## config.mk

```make
export PLATFORM = sky130hd
export DESIGN_NAME = threshold_crossing_capture_core
export DESIGN_NICKNAME = d
export VERILOG_FILES = /design/src/tcc_pkg.sv /design/src/threshold_crossing_capture_core.sv /design/src/tcc_div.sv
export SDC_FILE = /design/constraint.sdc
export NUM_CORES = 1
export LEC_CHECK = 0
export ABC_CLOCK_PERIOD_IN_PS = 14400
export BUFFER_PORTS_ARGS = -buffer_cell sky130_fd_sc_hd__buf_2
export CORE_MARGIN = 3
export CORE_UTILIZATION = 30
export CTS_CLUSTER_SIZE = 25
export DETAILED_ROUTE_END_ITERATION = 12
export GPL_TIMING_DRIVEN = 0
export HOLD_SLACK_MARGIN = 0.08
export PLACE_DENSITY_LB_ADDON = 0.12
export SYNTH_ARGS = -nofsm -noshare
export SYNTH_HDL_FRONTEND = slang
export SYNTH_SLANG_ARGS = --single-unit
```

## constraint.sdc

```tcl
create_clock -name clk -period 14.4 [get_ports clk]
set_input_delay 2.88 -clock clk [delete_from_list [all_inputs] [get_ports clk]]
set_output_delay 2.88 -clock clk [all_outputs]
set_load 0.02 [all_outputs]
```

## src/tcc_pkg.sv

```systemverilog
package tcc_pkg;

  localparam int unsigned SAMPLE_W = 12;
  localparam int unsigned COUNT_W  = 16;
  localparam int unsigned TIME_W   = 32;
  localparam int unsigned FREQ_W   = 16;

  // Frequency scale: crossings * 5000 / ms gives tenths of Hz
  localparam int unsigned SCALE_W = 13;
  localparam logic [SCALE_W-1:0] FREQ_SCALE = 13'd5000;

  // Product of crossing count and scale
  localparam int unsigned PROD_W    = COUNT_W + SCALE_W;
  localparam int unsigned DIV_CNT_W = $clog2(PROD_W);

  localparam logic [SAMPLE_W-1:0] THRESHOLD_RESET = 12'd2047;
  localparam logic [COUNT_W-1:0]  LIMIT_RESET     = 16'd1000;

  // Configuration register map
  localparam int unsigned CFG_IDX_W  = 2;
  localparam int unsigned CFG_DATA_W = 16;
  localparam logic [CFG_IDX_W-1:0] REG_THRESHOLD    = 2'd0;
  localparam logic [CFG_IDX_W-1:0] REG_SAMPLE_LIMIT = 2'd1;

  // Input function codes
  localparam logic FUNC_SAMPLE = 1'b0;
  localparam logic FUNC_REARM  = 1'b1;

  typedef struct packed {
    logic busy;
    logic done;
  } div_stat_t;

endpackage

```

## src/threshold_crossing_capture_core.sv

```systemverilog
// Channel  Direction  Handshake            Payload
// in       input      in_valid/in_ready    in_func, in_sample, in_time_ms
// out      output     out_valid/out_ready  out_start_ms, out_finish_ms, out_freq_tenths_hz,
//                                          out_points
// cfg      input      cfg_valid/cfg_ready  cfg_index, cfg_wdata
//
// A sample or re-arm that ends no window leaves the sequencer idle. The sample that ends a window
// passes through the transfer, a multiply step, a divider start step, the one-bit-per-cycle
// divider, a saturate step and a load step; zero elapsed time skips the divider and goes
// straight to the load step. in_ready is low while the sequencer is busy. A result waits
// in the output register without blocking new input; the next window end holds in the load
// step until it is taken. cfg_ready is always high. Reset is synchronous, active low.
module threshold_crossing_capture_core (
  input  logic                            clk,
  input  logic                            rst_n,
  input  logic                            in_valid,
  output logic                            in_ready,
  input  logic                            in_func,
  input  logic [tcc_pkg::SAMPLE_W-1:0]    in_sample,
  input  logic [tcc_pkg::TIME_W-1:0]      in_time_ms,
  output logic                            out_valid,
  input  logic                            out_ready,
  output logic [tcc_pkg::TIME_W-1:0]      out_start_ms,
  output logic [tcc_pkg::TIME_W-1:0]      out_finish_ms,
  output logic [tcc_pkg::FREQ_W-1:0]      out_freq_tenths_hz,
  output logic [tcc_pkg::COUNT_W-1:0]     out_points,
  input  logic                            cfg_valid,
  output logic                            cfg_ready,
  input  logic [tcc_pkg::CFG_IDX_W-1:0]   cfg_index,
  input  logic [tcc_pkg::CFG_DATA_W-1:0]  cfg_wdata
);
  import tcc_pkg::*;

  typedef enum logic [1:0] {
    ST_IDLE,
    ST_MUL,
    ST_DIV,
    ST_LOAD
  } state_t;

  state_t              state_r, state_nxt;
  logic [SAMPLE_W-1:0] threshold_r, threshold_nxt;
  logic [COUNT_W-1:0]  limit_r, limit_nxt;
  logic [COUNT_W-1:0]  sample_cnt_r, sample_cnt_nxt;
  logic [SAMPLE_W-1:0] prev_r, prev_nxt;
  logic [COUNT_W-1:0]  cross_cnt_r, cross_cnt_nxt;
  logic [TIME_W-1:0]   win_start_r, win_start_nxt;
  logic                stopped_r, stopped_nxt;

  logic [TIME_W-1:0]   res_finish_r, res_finish_nxt;
  logic [TIME_W-1:0]   elapsed_r, elapsed_nxt;
  logic [PROD_W-1:0]   prod_r, prod_nxt;
  logic [FREQ_W-1:0]   freq_r, freq_nxt;
  logic                div_start_r, div_start_nxt;

  logic                out_valid_r, out_valid_nxt;
  logic [TIME_W-1:0]   out_start_r, out_start_nxt;
  logic [TIME_W-1:0]   out_finish_r, out_finish_nxt;
  logic [FREQ_W-1:0]   out_freq_r, out_freq_nxt;
  logic [COUNT_W-1:0]  out_points_r, out_points_nxt;

  logic                in_xfer;
  logic                cfg_xfer;
  logic                out_free;
  logic [COUNT_W-1:0]  cnt_inc;
  logic [PROD_W-1:0]   quotient;
  div_stat_t           div_stat;

  tcc_div u_div (
    .clk      (clk),
    .rst_n    (rst_n),
    .start    (div_start_r),
    .dividend (prod_r),
    .divisor  (elapsed_r),
    .stat     (div_stat),
    .quotient (quotient)
  );

  assign in_ready  = (state_r == ST_IDLE);
  assign in_xfer   = in_valid && in_ready;
  assign cfg_ready = 1'b1;
  assign cfg_xfer  = cfg_valid && cfg_ready;
  assign out_free  = !out_valid_r || out_ready;
  assign cnt_inc   = sample_cnt_r + 1'b1;

  always_comb begin
    state_nxt      = state_r;
    threshold_nxt  = threshold_r;
    limit_nxt      = limit_r;
    sample_cnt_nxt = sample_cnt_r;
    prev_nxt       = prev_r;
    cross_cnt_nxt  = cross_cnt_r;
    win_start_nxt  = win_start_r;
    stopped_nxt    = stopped_r;
    res_finish_nxt = res_finish_r;
    elapsed_nxt    = elapsed_r;
    prod_nxt       = prod_r;
    freq_nxt       = freq_r;
    div_start_nxt  = 1'b0;
    out_valid_nxt  = out_valid_r;
    out_start_nxt  = out_start_r;
    out_finish_nxt = out_finish_r;
    out_freq_nxt   = out_freq_r;
    out_points_nxt = out_points_r;

    if (cfg_xfer) begin
      case (cfg_index)
        REG_THRESHOLD:    threshold_nxt = cfg_wdata[SAMPLE_W-1:0];
        REG_SAMPLE_LIMIT: limit_nxt     = cfg_wdata[COUNT_W-1:0];
        default: ;
      endcase
    end

    if (out_valid_r && out_ready) begin
      out_valid_nxt = 1'b0;
    end

    case (state_r)
      ST_IDLE: begin
        if (in_xfer) begin
          if (in_func == FUNC_REARM) begin
            cross_cnt_nxt  = '0;
            sample_cnt_nxt = '0;
            stopped_nxt    = (limit_r == '0);
          end else if (!stopped_r) begin
            if (limit_r == '0) begin
              stopped_nxt = 1'b1;
            end else begin
              if (sample_cnt_r == '0) begin
                win_start_nxt = in_time_ms;
              end else if (in_sample > threshold_r) begin
                if (prev_r < threshold_r) cross_cnt_nxt = cross_cnt_r + 1'b1;
              end else begin
                if (prev_r > threshold_r) cross_cnt_nxt = cross_cnt_r + 1'b1;
              end
              prev_nxt       = in_sample;
              sample_cnt_nxt = cnt_inc;
              if (cnt_inc == limit_r) begin
                stopped_nxt    = 1'b1;
                res_finish_nxt = in_time_ms;
                elapsed_nxt    = in_time_ms - win_start_nxt;
                state_nxt      = ST_MUL;
              end
            end
          end
        end
      end
      ST_MUL: begin
        prod_nxt = PROD_W'(cross_cnt_r) * PROD_W'(FREQ_SCALE);
        if (elapsed_r == '0) begin
          freq_nxt  = '0;
          state_nxt = ST_LOAD;
        end else begin
          div_start_nxt = 1'b1;
          state_nxt     = ST_DIV;
        end
      end
      ST_DIV: begin
        if (div_stat.done) begin
          // saturate the quotient to the output width
          freq_nxt  = (quotient[PROD_W-1:FREQ_W] != '0) ? '1 : quotient[FREQ_W-1:0];
          state_nxt = ST_LOAD;
        end
      end
      ST_LOAD: begin
        // hold until the output register is free
        if (out_free) begin
          out_valid_nxt  = 1'b1;
          out_start_nxt  = win_start_r;
          out_finish_nxt = res_finish_r;
          out_freq_nxt   = freq_r;
          out_points_nxt = sample_cnt_r;
          state_nxt      = ST_IDLE;
        end
      end
      default: state_nxt = ST_IDLE;
    endcase
  end

  always_ff @(posedge clk) begin
    if (!rst_n) begin
      state_r      <= ST_IDLE;
      threshold_r  <= THRESHOLD_RESET;
      limit_r      <= LIMIT_RESET;
      sample_cnt_r <= '0;
      prev_r       <= '0;
      cross_cnt_r  <= '0;
      win_start_r  <= '0;
      stopped_r    <= 1'b0;
      div_start_r  <= 1'b0;
      out_valid_r  <= 1'b0;
    end else begin
      state_r      <= state_nxt;
      threshold_r  <= threshold_nxt;
      limit_r      <= limit_nxt;
      sample_cnt_r <= sample_cnt_nxt;
      prev_r       <= prev_nxt;
      cross_cnt_r  <= cross_cnt_nxt;
      win_start_r  <= win_start_nxt;
      stopped_r    <= stopped_nxt;
      div_start_r  <= div_start_nxt;
      out_valid_r  <= out_valid_nxt;
    end
    res_finish_r <= res_finish_nxt;
    elapsed_r    <= elapsed_nxt;
    prod_r       <= prod_nxt;
    freq_r       <= freq_nxt;
    out_start_r  <= out_start_nxt;
    out_finish_r <= out_finish_nxt;
    out_freq_r   <= out_freq_nxt;
    out_points_r <= out_points_nxt;
  end

  assign out_valid          = out_valid_r;
  assign out_start_ms       = out_start_r;
  assign out_finish_ms      = out_finish_r;
  assign out_freq_tenths_hz = out_freq_r;
  assign out_points         = out_points_r;

endmodule

```

## src/tcc_div.sv

```systemverilog
module tcc_div (
  input  logic                          clk,
  input  logic                          rst_n,
  input  logic                          start,
  input  logic [tcc_pkg::PROD_W-1:0]    dividend,
  input  logic [tcc_pkg::TIME_W-1:0]    divisor,
  output tcc_pkg::div_stat_t            stat,
  output logic [tcc_pkg::PROD_W-1:0]    quotient
);
  import tcc_pkg::*;

  logic                 busy_r, busy_nxt;
  logic                 done_r, done_nxt;
  logic [DIV_CNT_W-1:0] cnt_r, cnt_nxt;
  logic [TIME_W-1:0]    rem_r, rem_nxt;
  logic [TIME_W-1:0]    dvs_r, dvs_nxt;
  logic [PROD_W-1:0]    q_r, q_nxt;
  logic [TIME_W:0]      trial;
  logic [TIME_W:0]      diff;
  logic                 fits;

  // One quotient bit per cycle, restoring form
  assign trial = {rem_r, q_r[PROD_W-1]};
  assign diff  = trial - {1'b0, dvs_r};
  assign fits  = (trial >= {1'b0, dvs_r});

  always_comb begin
    busy_nxt = busy_r;
    done_nxt = 1'b0;
    cnt_nxt  = cnt_r;
    rem_nxt  = rem_r;
    dvs_nxt  = dvs_r;
    q_nxt    = q_r;
    if (start) begin
      busy_nxt = 1'b1;
      cnt_nxt  = DIV_CNT_W'(PROD_W - 1);
      rem_nxt  = '0;
      dvs_nxt  = divisor;
      q_nxt    = dividend;
    end else if (busy_r) begin
      rem_nxt = fits ? diff[TIME_W-1:0] : trial[TIME_W-1:0];
      q_nxt   = {q_r[PROD_W-2:0], fits};
      cnt_nxt = cnt_r - 1'b1;
      if (cnt_r == '0) begin
        busy_nxt = 1'b0;
        done_nxt = 1'b1;
      end
    end
  end

  always_ff @(posedge clk) begin
    if (!rst_n) begin
      busy_r <= 1'b0;
      done_r <= 1'b0;
      cnt_r  <= '0;
    end else begin
      busy_r <= busy_nxt;
      done_r <= done_nxt;
      cnt_r  <= cnt_nxt;
    end
    rem_r <= rem_nxt;
    dvs_r <= dvs_nxt;
    q_r   <= q_nxt;
  end

  assign stat.busy = busy_r;
  assign stat.done = done_r;
  assign quotient  = q_r;

endmodule

```

==> flow_metrics.env <==
export IMPL_period_needed_ps=5960
export IMPL_fin_area_um2=25600
export IMPL_hold_buffers=0
export IMPL_fmax_mhz=168
export IMPL_synth_most_common_cell="edfxtp_1"
export IMPL_cts_buffers=48
export IMPL_syn_to_final_growth_pct=17.7
export IMPL_ios=167
export IMPL_leakagePower_nw=10.5
export IMPL_synth_largest_area_cell="edfxtp_1"
export IMPL_ctsResizeCount=0
export IMPL_syn_inst=1984
export IMPL_status="finished clean"
export IMPL_start_util_pct=30.6
export IMPL_dpl_instance_area_um2=23900
export IMPL_drt_wirelength_per_cell_um=18.5
export IMPL_cp_data_required_time_ps=14710
export IMPL_powerDensity_nw_per_um2=108
export IMPL_core_area_um2=70900
export IMPL_crit_chain="buf_2 -> inv_1 -> nor2_1 -> a21oi_1 -> inv_1 -> fa_1 -> nor2b_1 -> o2111ai_1 -> a31oi_1 -> o21ai_0 -> a211oi_1 -> o211ai_1 -> nand4_1 -> a31o_2 -> a21oi_1 -> xnor2_1"
export IMPL_hpwl_um=45200
export IMPL_grt_max_degree=34
export IMPL_worst_pin_slew_ps=1100
export IMPL_hp_class="flop to flop"
export IMPL_final_max_slew_viol_count=0
export IMPL_clk_path_buf_depth=3
export IMPL_layout_nets=2491
export IMPL_fp_dieH_um=275
export IMPL_post_route_util_pct=36.0
export IMPL_drc=0
export IMPL_synth_top_cell_area_share_pct=36.4
export IMPL_htreeDepth=2
export IMPL_period_share_pct=41.4
export IMPL_max_stage_delay_ps=590
export IMPL_end_kind="flop"
export IMPL_path_max_fanout=4
export IMPL_crit_buf_inv=3
export IMPL_dieWidth_um=275
export IMPL_drive_above_1_share_pct=13.8
export IMPL_drtIter0Drc=824
export IMPL_overflow=0
export IMPL_grt_pass1_wl_um=90900
export IMPL_grt_pass1_vias=15409
export IMPL_worst_setup_path_start_kind="input port"
export IMPL_synth_edf_count=263
export IMPL_syn_nets=2267
export IMPL_ir_drop_mv=0.0847
export IMPL_grt_use_total_pct=15.6
export IMPL_holdWs_ps=413
export IMPL_num_rows=97
export IMPL_ant_nets=0
export IMPL_fin_tns_setup_ps=0
export IMPL_synth_area_leaders="edfxtp_1 (36%), dfxtp_1 (14%), ha_1 (10%)"
export IMPL_netlist_area_um2=21700
export IMPL_fin_skew_ps=20.9
export IMPL_clkTransAtPathRegs_ps=60
export IMPL_hold_violations=0
export IMPL_synth_async_sr_flop_share_pct=0
export IMPL_slew_limit_headroom_pct=26.6
export IMPL_numClockSinks=411
export IMPL_wl_um=59000
export IMPL_place_gp_congestion=0.836
export IMPL_cp_slowest_cell="a211oi_1"
export IMPL_design_die_area_um2=75600
export IMPL_rsz0062_at_grt="no"
export IMPL_cts_tree="done"
export IMPL_synth_ff_type="edfxtp_1"
export IMPL_path_delay_family="compound AO/OA/AOI/OAI gates"
export IMPL_ys_seq_elements=411
export IMPL_yosysUniqueCellTypes=73
export IMPL_antenna_found_initial=6
export IMPL_crit_type="input port to flop"
export IMPL_syn_avg_cell_area_um2=10.9
export IMPL_clk_latency_ps=580
export IMPL_ys_warn_count=0
export IMPL_port_buffer_count=165
export IMPL_max_cap_violations=0
export IMPL_ys_seq_area_share_pct=50.0
export IMPL_worstPathArrival_ps=6280
export IMPL_clock_root_buffer="clkbuf_16"
export IMPL_netlist_top_cells_count="edfxtp_1 (263), ha_1 (178), nor2_1 (164), inv_1 (159), nand2_1 (151)"
export IMPL_nFillCells=7134
export IMPL_drtPass1Iterations=5
export IMPL_post_cts_buffers=0
export IMPL_vias_per_cell=4.81
export IMPL_via_count=15338
export IMPL_setup_violations=0
==> metrics by stage <==
stage | power [mW] | setup slack [ps] | std cells
global placement | 1.55 | 3160 | 3089
floorplan | 1.48 | 6620 | 1984
CTS | 2.82 | 8490 | 3184
finish | 2.77 | 8440 | 3191
global route | 2.90 | 8180 | 3188
detailed placement | 1.55 | 7890 | 3096
==> cell families after synthesis <==
logic type / Yosys count / synth area share [%]
buf+inv: 234 / 4.21
other cells: 1 / 0.0173
xor+xnor: 108 / 4.36
flops: 411 / 50.0
mux: 65 / 3.15
fa+ha+maj: 215 / 13.7
simple gates: 537 / 11.7
compound gates: 413 / 12.9
==> metal layers <==
metal  wire [µm]  vias up  track usage, %
met5           0        -               0
met4        1490        0            4.47
met3        3000       90            3.03
met2       26500      334            24.7
met1       28100     7324            21.6
li1            -     7590               -
==> power by group <==
part	leakage (nW)	total (mW)	internal (mW)	switching, mW
Combinational	6.10	0.244	0.101	0.144
Clock	0.785	1.24	0.754	0.489
Sequential	3.63	1.28	1.27	0.0140
==> placed cells by master (no fill, tap or decap), types with 6 or more instances in the layout <==
cell,netlist,layout
a211oi_1,41,41
a21o_1,57,57
a21oi_1,108,108
a311oi_1,8,8
a311oi_2,8,8
a31oi_1,17,17
a32oi_1,6,6
and2_1,9,9
and3_1,12,12
buf_1,7,7
buf_2,4,169
bufinv_16,0,6
clkbuf_1,59,66
clkbuf_16,0,49
clkinv_1,0,8
clkinv_2,0,8
dfxtp_1,148,148
edfxtp_1,263,263
fa_1,37,37
ha_1,178,178
inv_1,159,159
mux2_2,27,27
mux2i_1,38,38
nand2_1,151,151
nand2b_1,16,16
nand3_1,39,39
nand3b_1,11,11
nand4_1,27,27
nor2_1,164,163
nor2b_1,15,14
nor3_1,34,33
nor4_1,20,20
o211ai_1,17,17
o21a_1,37,37
o21ai_0,67,67
o31ai_1,6,6
or3_1,12,12
xnor2_1,79,79
xor2_1,29,29
==> path summary, 6_finish.rpt <==
kind | from | slack (ps) | depth (start not counted) | to
setup / recovery | in_time_ms[1] | 8440 | 16 | elapsed_r[30]
hold / removal | res_finish_r[15] | 410 | 0 | out_finish_ms[15]
setup reg to reg | sample_cnt_r[0] | 8640 | 19 | elapsed_r[30]
hold reg to reg | res_finish_r[15] | 410 | 0 | out_finish_ms[15]
==> area by class of cell <==
cell class	count	area, µm²	share of cell area (%)
inverter	160	601	2.35
clock buffer	61	1320	5.17
clock inverter	27	290	1.14
buffer	74	313	1.22
timing repair buffer	174	1020	4.01
multi-input combinational	1339	9950	39.0
sequential	411	10900	42.5
antenna	5	12.5	0.0490
tap	940	1180	4.60
==> registers in the layout, indices dropped and copies added (netlist names), 2 cells and up <==
signal,cells
elapsed_r,32
out_finish_ms,32
out_start_ms,32
res_finish_r,32
u_div.dvs_r,32
u_div.rem_r,32
win_start_r,32
u_div.quotient,29
prod_r,26
cross_cnt_r,16
freq_r,16
limit_r,16
out_freq_tenths_hz,16
out_points,16
sample_cnt_r,16
prev_r,12
threshold_r,12
u_div.cnt_r,5
state_r,2
Power figures use the tool's default switching activity.
